[config.mk]
export PLATFORM = sky130hd
export DESIGN_NAME = binary_heap_priority_queue
export DESIGN_NICKNAME = d
export VERILOG_FILES = /design/src/rtl/core/bhpq_pkg.sv /design/src/rtl/core/bhpq_ram.sv /design/src/rtl/core/bhpq_dp.sv /design/src/rtl/core/bhpq_ctrl.sv /design/src/rtl/core/binary_heap_priority_queue.sv
export SDC_FILE = /design/constraint.sdc
export NUM_CORES = 2
export LEC_CHECK = 0
export ABC_AREA = 0
export ABC_CLOCK_PERIOD_IN_PS = 7500
export BUFFER_PORTS_ARGS = -buffer_cell sky130_fd_sc_hd__clkbuf_2
export CORE_AREA = 2 2 562 564
export CTS_CLUSTER_DIAMETER = 100
export DETAILED_ROUTE_END_ITERATION = 10
export DIE_AREA = 0 0 564 566
export PLACE_DENSITY = 0.44
export SLEW_MARGIN = 25
export SYNTH_ARGS = -nofsm -noshare
export SYNTH_HDL_FRONTEND = slang
export SYNTH_SLANG_ARGS = --single-unit
[constraint.sdc]
create_clock -name clk -period 7.5 [get_ports clk]
set_clock_uncertainty 0.1 [all_clocks]
set_input_delay 2.25 -clock clk [delete_from_list [all_inputs] [get_ports clk]]
set_output_delay 2.25 -clock clk [all_outputs]
set_load 0.01 [all_outputs]
[src/rtl/core/bhpq_pkg.sv]
`default_nettype none
package bhpq_pkg;

  localparam int CAPACITY = 64;
  localparam int AW       = $clog2(CAPACITY);
  localparam int CW       = $clog2(CAPACITY + 1);
  localparam int IW       = AW + 2;
  localparam int VAL_W    = 32;
  localparam int COUNT_W  = 7;
  localparam int ST_W     = 2;
  localparam int OUT_RAW  = ST_W + VAL_W + VAL_W + COUNT_W;
  localparam int OUT_W    = ((OUT_RAW + 7) / 8) * 8;
  localparam int IN_W     = VAL_W;

  typedef logic signed [VAL_W-1:0] val_t;

  typedef enum logic {
    OP_INSERT = 1'b0,
    OP_REMOVE = 1'b1
  } op_t;

  typedef enum logic [ST_W-1:0] {
    ST_OK    = 2'd0,
    ST_FULL  = 2'd1,
    ST_EMPTY = 2'd2
  } status_t;

  typedef enum logic [2:0] {
    RD_NONE,
    RD_PARENT,
    RD_LAST,
    RD_LEFT,
    RD_RIGHT
  } rd_sel_t;

  typedef enum logic [1:0] {
    WR_NONE,
    WR_CUR,
    WR_PARENT,
    WR_CHILD
  } wr_sel_t;

  typedef struct packed {
    logic    accept;
    rd_sel_t rd_sel;
    wr_sel_t wr_sel;
    logic    cap_left;
    logic    cap_right;
    logic    ld_last;
    logic    out_load;
  } cmd_t;

  typedef struct packed {
    logic full;
    logic empty;
    logic last_one;
    logic pos_zero;
    logic left_in;
    logic right_in;
    logic up_better;
    logic dn_better;
    logic out_free;
  } stat_t;

  // True when a belongs above b: larger in max mode, smaller in min mode.
  function automatic logic ranks_above(input val_t a, input val_t b, input logic min_mode);
    logic res;
    if (min_mode) begin
      res = (a < b);
    end else begin
      res = (a > b);
    end
    return res;
  endfunction

endpackage
`default_nettype wire

[src/rtl/core/bhpq_ram.sv]
`default_nettype none
module bhpq_ram #(
  parameter int WIDTH = 32,
  parameter int DEPTH = 64
) (
  input  wire logic                     clk,
  input  wire logic                     we,
  input  wire logic [$clog2(DEPTH)-1:0] waddr,
  input  wire logic [WIDTH-1:0]         wdata,
  input  wire logic                     re,
  input  wire logic [$clog2(DEPTH)-1:0] raddr,
  output logic      [WIDTH-1:0]         rdata
);

  logic [WIDTH-1:0] mem [DEPTH];

  always_ff @(posedge clk) begin
    if (we) begin
      mem[waddr] <= wdata;
    end
    if (re) begin
      rdata <= mem[raddr];
    end
  end

endmodule
`default_nettype wire

[src/rtl/core/bhpq_dp.sv]
`default_nettype none
module bhpq_dp (
  input  wire logic                      clk,
  input  wire logic                      rst_n,
  input  wire logic                      cfg_wen,
  input  wire logic                      cfg_wdata,
  input  wire logic                      in_op,
  input  wire logic [bhpq_pkg::IN_W-1:0] in_value,
  input  wire bhpq_pkg::cmd_t            cmd,
  output bhpq_pkg::stat_t                stat,
  output logic                           out_tvalid,
  input  wire logic                      out_tready,
  output logic [bhpq_pkg::OUT_W-1:0]     out_tdata
);
  import bhpq_pkg::*;

  logic [CW-1:0]    fill_r, fill_nxt;
  logic [AW-1:0]    pos_r, pos_nxt;
  logic [AW-1:0]    cidx_r, cidx_nxt;
  val_t             cur_r, cur_nxt;
  val_t             child_r, child_nxt;
  val_t             top_r, top_nxt;
  val_t             removed_r, removed_nxt;
  status_t          st_r, st_nxt;
  logic             mode_r, mode_nxt;
  logic             out_valid_r, out_valid_nxt;
  logic [OUT_W-1:0] out_data_r, out_data_nxt;

  logic             ram_we, ram_re;
  logic [AW-1:0]    ram_raddr;
  logic [VAL_W-1:0] ram_wdata, ram_rdata;
  val_t             rd_val;
  logic [AW-1:0]    parent_idx;
  logic [IW-1:0]    left_idx, right_idx, fill_wide;
  logic             is_full, is_empty, right_better;
  val_t             top_out;

  assign rd_val     = val_t'(ram_rdata);
  assign parent_idx = (pos_r - AW'(1)) >> 1;
  assign left_idx   = {1'b0, pos_r, 1'b1};
  assign right_idx  = left_idx + IW'(1);
  assign fill_wide  = IW'(fill_r);
  assign is_full    = (fill_r == CW'(CAPACITY));
  assign is_empty   = (fill_r == '0);
  assign right_better = ranks_above(rd_val, child_r, mode_r);
  assign top_out    = is_empty ? val_t'(0) : top_r;

  assign stat.full      = is_full;
  assign stat.empty     = is_empty;
  assign stat.last_one  = (fill_r == CW'(1));
  assign stat.pos_zero  = (pos_r == '0);
  assign stat.left_in   = (left_idx < fill_wide);
  assign stat.right_in  = (right_idx < fill_wide);
  assign stat.up_better = ranks_above(cur_r, rd_val, mode_r);
  assign stat.dn_better = ranks_above(child_r, cur_r, mode_r);
  assign stat.out_free  = !out_valid_r || out_tready;

  always_comb begin
    unique case (cmd.rd_sel)
      RD_PARENT: ram_raddr = parent_idx;
      RD_LAST:   ram_raddr = fill_r[AW-1:0];
      RD_LEFT:   ram_raddr = left_idx[AW-1:0];
      RD_RIGHT:  ram_raddr = right_idx[AW-1:0];
      default:   ram_raddr = '0;
    endcase
    ram_re = (cmd.rd_sel != RD_NONE);
  end

  always_comb begin
    unique case (cmd.wr_sel)
      WR_CUR:    ram_wdata = cur_r;
      WR_PARENT: ram_wdata = ram_rdata;
      WR_CHILD:  ram_wdata = child_r;
      default:   ram_wdata = '0;
    endcase
    ram_we = (cmd.wr_sel != WR_NONE);
  end

  bhpq_ram #(
    .WIDTH(VAL_W),
    .DEPTH(CAPACITY)
  ) u_ram (
    .clk   (clk),
    .we    (ram_we),
    .waddr (pos_r),
    .wdata (ram_wdata),
    .re    (ram_re),
    .raddr (ram_raddr),
    .rdata (ram_rdata)
  );

  always_comb begin
    fill_nxt      = fill_r;
    pos_nxt       = pos_r;
    cidx_nxt      = cidx_r;
    cur_nxt       = cur_r;
    child_nxt     = child_r;
    top_nxt       = top_r;
    removed_nxt   = removed_r;
    st_nxt        = st_r;
    mode_nxt      = cfg_wen ? cfg_wdata : mode_r;
    out_valid_nxt = out_valid_r && !out_tready;
    out_data_nxt  = out_data_r;

    if (cmd.accept) begin
      removed_nxt = '0;
      st_nxt      = ST_OK;
      if (op_t'(in_op) == OP_INSERT) begin
        if (is_full) begin
          st_nxt = ST_FULL;
        end else begin
          cur_nxt  = val_t'(in_value);
          pos_nxt  = fill_r[AW-1:0];
          fill_nxt = fill_r + CW'(1);
        end
      end else begin
        if (is_empty) begin
          st_nxt = ST_EMPTY;
        end else begin
          removed_nxt = top_r;
          fill_nxt    = fill_r - CW'(1);
        end
      end
    end

    if (cmd.ld_last) begin
      cur_nxt = rd_val;
      pos_nxt = '0;
    end

    if (cmd.cap_left) begin
      child_nxt = rd_val;
      cidx_nxt  = left_idx[AW-1:0];
    end

    if (cmd.cap_right && right_better) begin
      child_nxt = rd_val;
      cidx_nxt  = right_idx[AW-1:0];
    end

    if (ram_we && pos_r == '0) begin
      top_nxt = val_t'(ram_wdata);
    end

    if (cmd.wr_sel == WR_PARENT) begin
      pos_nxt = parent_idx;
    end else if (cmd.wr_sel == WR_CHILD) begin
      pos_nxt = cidx_r;
    end

    if (cmd.out_load) begin
      out_valid_nxt = 1'b1;
      out_data_nxt  = {{(OUT_W - OUT_RAW){1'b0}}, COUNT_W'(fill_r), top_out, removed_r, st_r};
    end
  end

  always_ff @(posedge clk) begin
    if (!rst_n) begin
      fill_r      <= '0;
      mode_r      <= 1'b0;
      out_valid_r <= 1'b0;
    end else begin
      fill_r      <= fill_nxt;
      mode_r      <= mode_nxt;
      out_valid_r <= out_valid_nxt;
    end
  end

  always_ff @(posedge clk) begin
    pos_r      <= pos_nxt;
    cidx_r     <= cidx_nxt;
    cur_r      <= cur_nxt;
    child_r    <= child_nxt;
    top_r      <= top_nxt;
    removed_r  <= removed_nxt;
    st_r       <= st_nxt;
    out_data_r <= out_data_nxt;
  end

  assign out_tvalid = out_valid_r;
  assign out_tdata  = out_data_r;

endmodule
`default_nettype wire

[src/rtl/core/bhpq_ctrl.sv]
`default_nettype none
module bhpq_ctrl (
  input  wire logic            clk,
  input  wire logic            rst_n,
  input  wire logic            in_tvalid,
  output logic                 in_tready,
  input  wire logic            in_op,
  input  wire bhpq_pkg::stat_t stat,
  output bhpq_pkg::cmd_t       cmd
);
  import bhpq_pkg::*;

  typedef enum logic [9:0] {
    S_IDLE     = 10'b00_0000_0001,
    S_UP_RD    = 10'b00_0000_0010,
    S_UP_CMP   = 10'b00_0000_0100,
    S_LAST_RD  = 10'b00_0000_1000,
    S_LAST_CAP = 10'b00_0001_0000,
    S_DN_L     = 10'b00_0010_0000,
    S_DN_LCAP  = 10'b00_0100_0000,
    S_DN_RCAP  = 10'b00_1000_0000,
    S_DN_CMP   = 10'b01_0000_0000,
    S_DONE     = 10'b10_0000_0000
  } state_t;

  state_t state_r, state_nxt;

  always_comb begin
    state_nxt     = state_r;
    cmd           = '0;
    cmd.rd_sel    = RD_NONE;
    cmd.wr_sel    = WR_NONE;
    in_tready     = 1'b0;
    unique case (state_r)
      S_IDLE: begin
        in_tready = 1'b1;
        if (in_tvalid) begin
          cmd.accept = 1'b1;
          if (op_t'(in_op) == OP_INSERT) begin
            state_nxt = stat.full ? S_DONE : S_UP_RD;
          end else if (stat.empty || stat.last_one) begin
            state_nxt = S_DONE;
          end else begin
            state_nxt = S_LAST_RD;
          end
        end
      end
      S_UP_RD: begin
        if (stat.pos_zero) begin
          cmd.wr_sel = WR_CUR;
          state_nxt  = S_DONE;
        end else begin
          cmd.rd_sel = RD_PARENT;
          state_nxt  = S_UP_CMP;
        end
      end
      S_UP_CMP: begin
        if (stat.up_better) begin
          cmd.wr_sel = WR_PARENT;
          state_nxt  = S_UP_RD;
        end else begin
          cmd.wr_sel = WR_CUR;
          state_nxt  = S_DONE;
        end
      end
      S_LAST_RD: begin
        cmd.rd_sel = RD_LAST;
        state_nxt  = S_LAST_CAP;
      end
      S_LAST_CAP: begin
        cmd.ld_last = 1'b1;
        state_nxt   = S_DN_L;
      end
      S_DN_L: begin
        if (stat.left_in) begin
          cmd.rd_sel = RD_LEFT;
          state_nxt  = S_DN_LCAP;
        end else begin
          cmd.wr_sel = WR_CUR;
          state_nxt  = S_DONE;
        end
      end
      S_DN_LCAP: begin
        cmd.cap_left = 1'b1;
        if (stat.right_in) begin
          cmd.rd_sel = RD_RIGHT;
          state_nxt  = S_DN_RCAP;
        end else begin
          state_nxt = S_DN_CMP;
        end
      end
      S_DN_RCAP: begin
        cmd.cap_right = 1'b1;
        state_nxt     = S_DN_CMP;
      end
      S_DN_CMP: begin
        if (stat.dn_better) begin
          cmd.wr_sel = WR_CHILD;
          state_nxt  = S_DN_L;
        end else begin
          cmd.wr_sel = WR_CUR;
          state_nxt  = S_DONE;
        end
      end
      S_DONE: begin
        if (stat.out_free) begin
          cmd.out_load = 1'b1;
          state_nxt    = S_IDLE;
        end
      end
      default: begin
        state_nxt = S_IDLE;
      end
    endcase
  end

  always_ff @(posedge clk) begin
    if (!rst_n) begin
      state_r <= S_IDLE;
    end else begin
      state_r <= state_nxt;
    end
  end

endmodule
`default_nettype wire

[src/rtl/core/binary_heap_priority_queue.sv]
// Priority queue of up to 64 signed 32-bit words held as a binary heap in a
// single-port-read RAM; cfg_wdata selects max-heap (0) or min-heap (1) and should
// be changed only while the queue is empty. Each input word is an insert or a
// remove-top and yields exactly one output word with status, removed value, new
// top and entry count. Each operation begins with the accepting step and ends
// with the step that loads the output register. The RAM read is registered, so
// each heap level moved when sifting up takes a parent read and a compare; a
// remove first reads the last entry and loads it at the root, and each level
// moved when sifting down takes a left-child read, a left capture, a right
// capture when both children exist, and a compare. An insert moves the word up
// at most 6 levels and a remove moves it down at most 5. A refused operation, or
// a remove that empties the queue, goes straight to loading the output register.
// A stalled output keeps the queue waiting until the output register is free.
// A new input word is taken as soon as the previous result is in the output
// register.
`default_nettype none
module binary_heap_priority_queue (
  input  wire logic                       clk,
  input  wire logic                       rst_n,
  input  wire logic                       cfg_wen,
  input  wire logic                       cfg_wdata,
  input  wire logic                       in_tvalid,
  output logic                            in_tready,
  input  wire logic [bhpq_pkg::IN_W-1:0]  in_tdata,   // value
  input  wire logic                       in_tuser,   // opcode
  output logic                            out_tvalid,
  input  wire logic                       out_tready,
  output logic [bhpq_pkg::OUT_W-1:0]      out_tdata   // status, removed_value, top_value, entry_count
);
  import bhpq_pkg::*;

  cmd_t  cmd;
  stat_t stat;

  bhpq_ctrl u_ctrl (
    .clk       (clk),
    .rst_n     (rst_n),
    .in_tvalid (in_tvalid),
    .in_tready (in_tready),
    .in_op     (in_tuser),
    .stat      (stat),
    .cmd       (cmd)
  );

  bhpq_dp u_dp (
    .clk        (clk),
    .rst_n      (rst_n),
    .cfg_wen    (cfg_wen),
    .cfg_wdata  (cfg_wdata),
    .in_op      (in_tuser),
    .in_value   (in_tdata),
    .cmd        (cmd),
    .stat       (stat),
    .out_tvalid (out_tvalid),
    .out_tready (out_tready),
    .out_tdata  (out_tdata)
  );

endmodule
`default_nettype wire

==> results <==
- The flow ran to the end, and the final reports show no timing, DRC or antenna violations.
- Synthesis produced a netlist whose cell count is 6,590.
- The die is approximately 570 um tall.
- The overflow left after global routing is 0.
- In this run the critical register-to-register path is captured at u_dp.u_ram.rdata[13].
- The clock share of power is 40.9%.
- The clock period minus final worst setup slack is about 6700 ps.
- Routed signal wires occupy layers up through met5.
- The combined global-route utilization of all metal layers is 19.8%.
- The largest buffer count on any clock path is 4.
- With fillers left out, the area of the finished cells amounts to 109,000 um2.
- The relative slew slack is 23.7%.
- The max-slew violation count is 0.
- In the detailed route, the total length drawn on met3 is about 22,000 um.
- The count of port buffers added during placement is ~110.
- The post-synthesis cell type with the largest combined area is sky130_fd_sc_hd__edfxtp_1.
- The startpoint type of the worst setup path is a register.
- The proportion of total power due to net switching is 24.0%.
- The standby leakage power is 38.0 nW.
- In this run, post-CTS repair resized a total of 0 instances.
- Setup violations remaining at the end of the flow were counted as 0.
- The core region is 313,000 um2.
- For this run, the detailed router's first-pass iteration total came to 5.
- Buffers inserted during clock tree synthesis total 244.
- The number of buffers added to fix hold violations after cts is 0.
- The number of synthesized flops with an enable pin is 2,294.
- The congestion estimate from routability-driven global placement came to 0.840.
- The die covers ~320,000 um2.
- In this run the remaining antenna-violating nets after routing total 0.
- The total length of routed met2 wires is 148,000 um.
- Sorting the synthesized cells by how often they occur yields sky130_fd_sc_hd__edfxtp_1 (2,294), sky130_fd_sc_hd__nand2_1 (1,342), sky130_fd_sc_hd__mux2i_1 (411).
- The starting utilization of the core area is 29.9%.
- The area overhead of the layout relative to synthesis is 16.3%.
- For the final routed database, the setup TNS stands at 0 ps.
- The clock latency on the worst-skew pair is 930 ps.
- The endpoint required time on the critical path is 8190 ps.
- Dividing the detail-routed wire length by the instance count gives 28.9 um.
- Sorting the synthesized cells by area gives the leading types as sky130_fd_sc_hd__edfxtp_1 (74%), sky130_fd_sc_hd__nand2_1 (5.4%), sky130_fd_sc_hd__mux2i_1 (4.4%), sky130_fd_sc_hd__nand3_1 (2.1%), sky130_fd_sc_hd__ha_1 (1.5%).
- On the final layout, the worst hold slack is 313 ps.
- The design internal power is 21.8 mW.
- The vias after detailed routing is 58.4k.
- In the final routing, the length of wire on met1 measures approximately 140,000 um.
- Of all flip-flops after synthesis, the portion carrying an async set or reset was 0%.
- The number of design-rule violations left by the first detailed-router iteration is 6,658.
- Summed over all nets, the switching power comes to 6.89 mW.
- The number of cells in the design after placement is about 11k.
- The register bit total from synthesis is 2,314.
- The number of fill cells in the layout is 30.4k.
- From left edge to right edge, the die measures 564 um.
- In the synthesized netlist the dominant register cell turns out to be sky130_fd_sc_hd__edfxtp_1.
- On the critical path, the stage with the largest delay is an instance of sky130_fd_sc_hd__a211oi_1.
- The buffers inserted during post-CTS setup optimization is 0.
- The count of cells along the worst hold path is 0.
- Across the run, the number of max-cap violations was 0.
- CTS built an H-tree with a depth of 4.
- Averaged over all synthesized cells, the footprint is 14.2 um2.
- The final cycle utilization of the critical path is 88.8%.
- The number of design rule violations left after detail routing is 0.
- The worst register-to-register path begins at u_dp.pos_r[0].
- The number of standard cells in the layout, taps in and fillers out is 11.2k.
- Across all register-to-register paths, the minimum setup slack is 840 ps.
- The element type at the critical path end is a register.
- Walking the worst path, the cells encountered are inv_2, ha_1, ha_1, o21ai_0, a21oi_1, o31ai_1, buf_4, nand3_2, nand2_4, buf_4, buf_12, a211oi_1, a31oi_1, o21ai_0, a211oi_1, and3_1.
- Counting both buffers and inverters, the worst setup path holds a total of 4.
- In the final layout, the share of cells above drive strength 1 is between 10% and 20%.
- The most used standard cell by instance count after synthesis is sky130_fd_sc_hd__edfxtp_1.
- The global-route wire length before repair is 450,000 um.
- After synthesis the cells add up to 93,700 um2.
- The warning count from the yosys run is 0.
- After legalization and detailed placement, the total HPWL measured 197,000 um.
- The final net count is 6,994.
- The area of placed instances is 101,000 um2.
- Summed over its instances, the top area cell type makes up 73.5% of the synthesized netlist area.
- Setup repair after global routing left no endpoint under its margin.
- The post-detailed-route via-to-cell ratio is around 5.2.
- The depth of the worst register-to-register path is 16.
- The number of hold violations in the final report is 0.
- The highest ir drop seen on vdd is around 0.22 mV.
- After floorplanning, the core was divided into 206 placement rows.
- The distinct cell type count of the synthesized netlist is 77.
- The arrival time of data at the critical path endpoint is approximately 7400 ps.
- The clock root buffer is sky130_fd_sc_hd__clkbuf_16.
- The class of the most critical hold timing path is register to register.
- The critical path in this run is classified as register to register.
- TritonCTS built the clock tree.
- The slew at the pin closest to its max-slew limit is 1140 ps.
- Wires add up to 324,000 um.
- In this run the most critical hold path is launched from u_dp.removed_r[14].
- In this run the worst path has a maximum fanout of 62.
- The count of pins on the block boundary is 121.
- The fmax is 150 MHz.
- Per report_power, the sequential group accounts for around half of the total.
- The kind of cell with the highest combined delay on the critical path is compound AO/OA/AOI/OAI gates.
- The total power per unit cell area is 264 nW/um2.
- Of the total power, combinational logic draws 8.4%.
- Clock-pin slew was measured on the worst setup and hold paths at 60 ps.
- The number of antenna violations at the first check in global routing was 30.
- The number of sinks on the clock net is 2,314.
- The via count of the first global-routing pass came to 55.9k.
- Of the synthesized area, sequential elements account for 74.0%.
- The hold-critical path endpoint is u_dp.out_tdata[16].
- The largest net degree at the start of global routing is 95.
- The maximum cell stage delay along the critical path is 960 ps.
sequential cells by signal, summed over array words and instances, names as in the netlist, 2 cells and up:
| signal | count |
|---|---|
| u_dp.st_r | 2 |
| u_dp.fill_r | 7 |
| u_dp.pos_r | 6 |
| u_dp.u_ram.mem | 2048 |
| u_dp.cur_r | 32 |
| u_dp.removed_r | 32 |
| u_ctrl.state_r | 10 |
| u_dp.child_r | 32 |
| u_dp.out_tdata | 73 |
| u_dp.cidx_r | 6 |
| u_dp.u_ram.rdata | 32 |
| u_dp.top_r | 32 |
logic make-up after synthesis:
group / after synthesis / share of synthesized area, %
fa+ha+maj: 114 / 1.52
mux: 412 / 4.40
flops: 2314 / 74.0
xor+xnor: 18 / 0.168
compound gates: 883 / 6.46
simple gates: 2329 / 11.1
other cells: 1 / 0.00400
buf+inv: 519 / 2.42
per-layer routing:
metal	track usage [%]	vias up
met2	31.3	2118
met1	28.2	30459
met4	5.96	2
met3	2.71	390
met5	0	-
li1	-	25456
power by group through the flow:
stage               clock network [mW]  logic (mW)  registers (mW)
finish                            11.7        2.40            14.6
floorplan                            0        1.50            14.8
detailed placement                   0        2.41            14.9
global route                      12.5        2.62            14.6
global placement                     0        2.39            14.9
CTS                               12.0        2.41            14.6
layout by cell type, fill, tap and decap left out, types with 38 or more instances in the layout:
cell and count:
sky130_fd_sc_hd__ha_1 114, sky130_fd_sc_hd__a31oi_1 161, sky130_fd_sc_hd__nand3_1 395, sky130_fd_sc_hd__clkbuf_16 245, sky130_fd_sc_hd__clkinv_1 64, sky130_fd_sc_hd__and2_1 38, sky130_fd_sc_hd__inv_1 115, sky130_fd_sc_hd__nand2_1 1313
sky130_fd_sc_hd__buf_4 237, sky130_fd_sc_hd__a22oi_1 91, sky130_fd_sc_hd__a211oi_1 99, sky130_fd_sc_hd__mux2i_1 411, sky130_fd_sc_hd__buf_12 45, sky130_fd_sc_hd__nor2b_1 42, sky130_fd_sc_hd__and3_1 130, sky130_fd_sc_hd__clkbuf_2 113
sky130_fd_sc_hd__clkbuf_1 59, sky130_fd_sc_hd__a32oi_1 136, sky130_fd_sc_hd__nor2_4 71, sky130_fd_sc_hd__clkinv_2 41, sky130_fd_sc_hd__nand4_1 50, sky130_fd_sc_hd__nor2_1 98, sky130_fd_sc_hd__o21ai_0 92, sky130_fd_sc_hd__a21oi_1 147
sky130_fd_sc_hd__edfxtp_1 2294
layout make-up:
class | count | area (um2) | share of cell area (%)
Sequential cell | 2314 | 69300 | 63.6
Clock buffer | 304 | 6350 | 5.83
Multi-Input combinational cell | 3763 | 23100 | 21.2
Clock inverter | 137 | 1200 | 1.10
Antenna cell | 14 | 35.0 | 0.0321
Tap cell | 4160 | 5200 | 4.78
Timing Repair Buffer | 402 | 3370 | 3.09
Inverter | 116 | 435 | 0.400
per-stage QoR:
stage	worst slack (ps)	power, mW	utilization (%)
2_1_floorplan	1260	16.3	-
3_3_place_gp	687	17.3	32.2
3_5_place_dp	958	17.3	32.3
4_1_cts	907	29.0	34.7
5_1_grt	719	29.7	34.8
6_report	837	28.7	34.8
worst max-delay path by stage:
stage             startpoint  cells after the start                    to  slack [ps]
6_report       u_dp.pos_r[0]                     16  u_dp.u_ram.rdata[13]         840
5_1_grt        u_dp.pos_r[0]                     16  u_dp.u_ram.rdata[13]         720
4_1_cts        u_dp.pos_r[3]                     13  u_dp.u_ram.rdata[10]         910
3_3_place_gp   u_dp.pos_r[3]                     12   u_dp.u_ram.rdata[7]         690
2_1_floorplan     out_tready                      2     u_dp.out_tdata[0]        1260
3_5_place_dp   u_dp.pos_r[3]                     13  u_dp.u_ram.rdata[10]         960
Power figures use the tool's default switching activity.
